<file path="src/rtl/core/gha_pkg.sv">
package gha_pkg;

	localparam int FUNC_W   = 2;
	localparam int IDX_W    = 12;
	localparam int GEN_W    = 8;
	localparam int THR_W    = 11;
	localparam int STATUS_W = 2;

	localparam logic [THR_W-1:0] THRESHOLD_RESET = 11'd500;

	localparam logic [FUNC_W-1:0] FUNC_CREATE  = 2'd0;
	localparam logic [FUNC_W-1:0] FUNC_DESTROY = 2'd1;
	localparam logic [FUNC_W-1:0] FUNC_ALIVE   = 2'd2;

	localparam logic [STATUS_W-1:0] ST_OK          = 2'd0;
	localparam logic [STATUS_W-1:0] ST_NO_SLOT     = 2'd1;
	localparam logic [STATUS_W-1:0] ST_RING_FULL   = 2'd2;
	localparam logic [STATUS_W-1:0] ST_UNALLOCATED = 2'd3;

	typedef enum logic [2:0] {
		K_NOP,
		K_REUSE,
		K_NEW,
		K_NOSLOT,
		K_DESTROY,
		K_ALIVE,
		K_UNALLOC
	} kind_t;

	typedef enum logic [1:0] {
		S_IDLE,
		S_READ,
		S_COMMIT
	} state_t;

	typedef struct packed {
		logic load;
		logic commit;
	} dp_cmd_t;

	typedef struct packed {
		logic     busy;
		kind_t    kind;
	} dp_status_t;

endpackage

</file>
<file path="src/rtl/core/gha_ctrl.sv">
module gha_ctrl (
	input  logic                clk,
	input  logic                arst_n,
	input  logic                in_valid,
	output logic                in_ready,
	output logic                out_valid,
	input  logic                out_ready,
	input  gha_pkg::dp_status_t stat,
	output gha_pkg::dp_cmd_t    cmd
);
	import gha_pkg::*;

	state_t state_q;
	state_t state_d;
	logic   out_valid_q;
	logic   out_free;

	assign out_free = !out_valid_q || out_ready;

	always_ff @(posedge clk or negedge arst_n) begin
		if (!arst_n) begin
			state_q <= S_IDLE;
		end else begin
			state_q <= state_d;
		end
	end

	always_comb begin
		state_d    = state_q;
		in_ready   = 1'b0;
		cmd.load   = 1'b0;
		cmd.commit = 1'b0;
		unique case (state_q)
			S_IDLE: begin
				in_ready = 1'b1;
				if (in_valid) begin
					cmd.load = 1'b1;
					state_d  = S_READ;
				end
			end
			S_READ: begin
				state_d = S_COMMIT;
			end
			S_COMMIT: begin
				if (out_free) begin
					cmd.commit = 1'b1;
					state_d    = S_IDLE;
				end
			end
			default: begin
				state_d = S_IDLE;
			end
		endcase
	end

	always_ff @(posedge clk or negedge arst_n) begin
		if (!arst_n) begin
			out_valid_q <= 1'b0;
		end else if (cmd.commit) begin
			out_valid_q <= 1'b1;
		end else if (out_ready) begin
			out_valid_q <= 1'b0;
		end
	end

	assign out_valid = out_valid_q;

	a_load_to_read: assert property (@(posedge clk) disable iff (!arst_n)
		cmd.load |=> state_q == S_READ)
		else $error("accepted transfer did not start a read");

	a_read_to_commit: assert property (@(posedge clk) disable iff (!arst_n)
		state_q == S_READ |=> state_q == S_COMMIT)
		else $error("read not followed by commit");

	a_commit_shows: assert property (@(posedge clk) disable iff (!arst_n)
		cmd.commit |=> out_valid_q && state_q == S_IDLE)
		else $error("commit did not present a result");

	a_nop_no_busy: assert property (@(posedge clk) disable iff (!arst_n)
		cmd.commit && !stat.busy |-> stat.kind == K_NOP)
		else $error("idle kind reported busy");

endmodule

</file>
<file path="config.mk">
export PLATFORM = sky130hd
export DESIGN_NAME = gha_ctrl
export DESIGN_NICKNAME = d
export VERILOG_FILES = /design/src/rtl/core/gha_pkg.sv /design/src/rtl/core/gha_ctrl.sv
export SDC_FILE = /design/constraint.sdc
export NUM_CORES = 1
export LEC_CHECK = 0
export ABC_CLOCK_PERIOD_IN_PS = 890
export BUFFER_PORTS_ARGS = -buffer_cell sky130_fd_sc_hd__buf_4
export CAP_MARGIN = 10
export CORE_AREA = 2 2 39 41
export CTS_BUF_LIST = sky130_fd_sc_hd__clkbuf_4 sky130_fd_sc_hd__clkbuf_8
export CTS_CLUSTER_DIAMETER = 60
export DETAILED_ROUTE_END_ITERATION = 7
export DIE_AREA = 0 0 41 43
export PLACE_DENSITY = 0.41
export SLEW_MARGIN = 10
export SYNTH_ARGS = -nofsm -noshare
export SYNTH_HDL_FRONTEND = slang
export SYNTH_SLANG_ARGS = --single-unit
</file>
<file path="constraint.sdc">
create_clock -name clk -period 0.89 [get_ports clk]
set_clock_uncertainty 0.2 [all_clocks]
set_input_delay 0.1335 -clock clk [delete_from_list [all_inputs] [get_ports clk]]
set_output_delay 0.1335 -clock clk [all_outputs]
set_load 0.05 [all_outputs]
</file>
==> flow_metrics.env <==
export IMPL_drtPass1Iterations=2
export IMPL_port_buffers=7
export IMPL_dp_slack_ps=-309
export IMPL_grt_use_total=0.0614
export IMPL_cts_max_path_buffers=2
export IMPL_min_from="in_valid"
export IMPL_p_per_area_mw_per_mm2=3530
export IMPL_dpl_hpwl_um=258
export IMPL_critPathMaxFanout=3
export IMPL_timing_hold_ws_ps=-72.5
export IMPL_power_frac_comb=0.554
export IMPL_hold_viol=1
export IMPL_final_setup_viol_count=7
export IMPL_ant_nets=0
export IMPL_p_switching_mw=0.445
export IMPL_r2r_start="state_q[0]$_DFFE_PN0P_"
export IMPL_crit_chain="nand2b_4 -> nor2b_4 -> buf_6"
export IMPL_avgRoutedWirePerCell_um=7.70
export IMPL_die_w_um=41
export IMPL_fin_crit_sh=1.57
export IMPL_leakagePower_nw=0.153
export IMPL_fillerInstances=155
export IMPL_dp_cells=38
export IMPL_cp_end_kind="primary output"
export IMPL_min_path_type="in -> reg"
export IMPL_cts_buffers=3
export IMPL_crit_buf_inv=1
export IMPL_globalRouteOverflowTotal=0
export IMPL_ys_seq_elements=3
export IMPL_via_per_inst=3.21
export IMPL_violations="negative hold slack, negative setup slack"
export IMPL_cts_max_level=1
export IMPL_gp_congestion=0.526
export IMPL_wl_um=331
export IMPL_layoutNonFillerInstCount=43
export IMPL_worstHoldPathCells=2
export IMPL_crit_family="flip-flops"
export IMPL_core_rowCount=14
export IMPL_grt_pass1_wl_um=600
export IMPL_layout_common_cells="5 x buf_4, 4 x clkbuf_4, 3 x buf_6"
export IMPL_yosysTopAreaCellShare=0.556
export IMPL_pin_count=12
export IMPL_slowest_delay_ps=410
export IMPL_final_net_count=36
export IMPL_die_area_mm2=0.00176
export IMPL_initial_core_util=0.0976
export IMPL_start_kind="flip-flop"
export IMPL_syn_nets=20
export IMPL_synth_area_top_cells="dfrtp_1 56%, nand2b_4 10%, and2_1 9.3%, nand2b_1 9.3%, nor2_2 4.6%"
export IMPL_final_min_clock_period_ps=1400
export IMPL_synth_cells=12
export IMPL_numClockSinks=3
export IMPL_vias=138
export IMPL_syn_area_per_cell_um2=11.3
export IMPL_drive_gt1_frac=0.778
export IMPL_grt_max_degree=4
export IMPL_area_delta_synth_final_pct=135
export IMPL_slew_headroom=0.901
export IMPL_drc=0
export IMPL_rr_worst_depth=3
export IMPL_yosys_area_top_type="dfrtp_1"
export IMPL_critical_path_class="reg -> out"
export IMPL_internal_power_mw=0.677
export IMPL_clk_latency_ps=230
export IMPL_netlist_area_um2=135
export IMPL_cts_setup_buffers=0
export IMPL_synthDistinctLibCells=8
export IMPL_ys_warn_count=0
export IMPL_drv_cap=0
export IMPL_fmax_ghz=0.714
export IMPL_ir_drop_mv=1.45
export IMPL_worstPathRequired_ps=560
export IMPL_arrival_ps=1070
export IMPL_root_buffer="clkbuf_4"
export IMPL_cpMaxStageDelayCell="dfrtp_1"
export IMPL_seq_area_frac_synth=0.556
export IMPL_worst_slew_pin_slew_ps=148
export IMPL_hold_buffers=1
export IMPL_clock_power_share=0.235
export IMPL_timing_rr_end="state_q[1]$_DFFE_PN0P_"
export IMPL_sequentialPowerShare=0.211
export IMPL_die_h_um=43
export IMPL_timing_hold_worst_endpoint="state_q[0]$_DFFE_PN0P_"
export IMPL_cts_tree="built"
export IMPL_layout_commonest_cell="buf_4"
export IMPL_drv_slew=0
export IMPL_antenna_found_initial=0
export IMPL_rsz0062_at_grt="true"
export IMPL_core_area_mm2=0.00138
export IMPL_setup_ws_ps=-511
export IMPL_grt_pass1_vias=150
export IMPL_status="finished with violations"
export IMPL_rrSetupSlack_ps=-180
export IMPL_drt_initial_drc_count=1
export IMPL_cts_clk_slew_worst_paths_ps=40
export IMPL_diodes=0
export IMPL_swShare=0.397
## layer usage
metal  GRT usage  up-vias  share of wire
met5           0        -              0
met2      0.0563        8           0.39
met4      0.0600        0          0.018
met3      0.0838        2           0.14
li1            -       67              -
met1      0.0583       61           0.45
## cell usage after synthesis
cell	n
nand2b_4	1
nand2_1	1
o21ai_1	1
nand2b_1	2
nor2b_1	1
nor2_2	1
dfrtp_1	3
and2_1	2
## final cells by class
cell class,instances,area [um2],area share
timing repair buffer,11,111,0.350
clock buffer,4,30.0,0.0945
sequential,3,77.6,0.244
multi-input combinational,9,78.8,0.248
tap,16,20.0,0.0630
## flip-flops by register name (all words and copies together), names as in the netlist
name,flops
out_valid,1
state_q,2
## how the worst max path moves through the flow
| stage | start | end | slack (ps) | cells after the start |
|---|---|---|---|---|
| global placement | state_q[1]$_DFFE_PN0P_ | cmd[1] | -290 | 3 |
| finish | state_q[0]$_DFFE_PN0P_ | cmd[0] | -510 | 3 |
| global route | state_q[0]$_DFFE_PN0P_ | cmd[0] | -560 | 3 |
| floorplan | state_q[1]$_DFFE_PN0P_ | cmd[1] | -460 | 2 |
| CTS | state_q[0]$_DFFE_PN0P_ | cmd[0] | -530 | 3 |
| detailed placement | state_q[1]$_DFFE_PN0P_ | cmd[1] | -310 | 3 |
## metrics by stage
step / power, mW / hold WS [ps] / cell area, um2 / utilization / TNS (ps)
finish: 1.12 / -72.5 / 318 / 0.230 / -2120
global route: 1.21 / -89.9 / 318 / 0.230 / -2430
CTS: 1.14 / -81.3 / 314 / 0.227 / -2230
detailed placement: 0.758 / -271 / 246 / 0.178 / -1390
global placement: 0.747 / -275 / 246 / 0.178 / -1290
floorplan: 0.575 / -362 / 151 / - / -1520
## what timing repair did
action,4_1_cts,5_1_grt
endpoints found under the hold margin,4,1
resized for setup,8,1
pin swaps,2,0
endpoints found under the setup margin,7,7
## worst reg2reg max path: stages, from the launching register on
cell      delay (ps)
dfrtp_1          410
nand2b_4         170
buf_4            130
o21ai_2           90
## logic make-up after synthesis
kind of cell / synth area share
AND/OR/NAND/NOR: 0.407
flip-flops: 0.556
AO/OA/AOI/OAI: 0.0370
## power by group through the flow
stage	sequential (mW)	clock (mW)	combinational, mW
floorplan	0.297	0	0.278
global placement	0.229	0	0.518
detailed placement	0.233	0	0.525
CTS	0.239	0.280	0.618
global route	0.241	0.304	0.665
finish	0.237	0.264	0.622
Power figures use the tool's default switching activity.
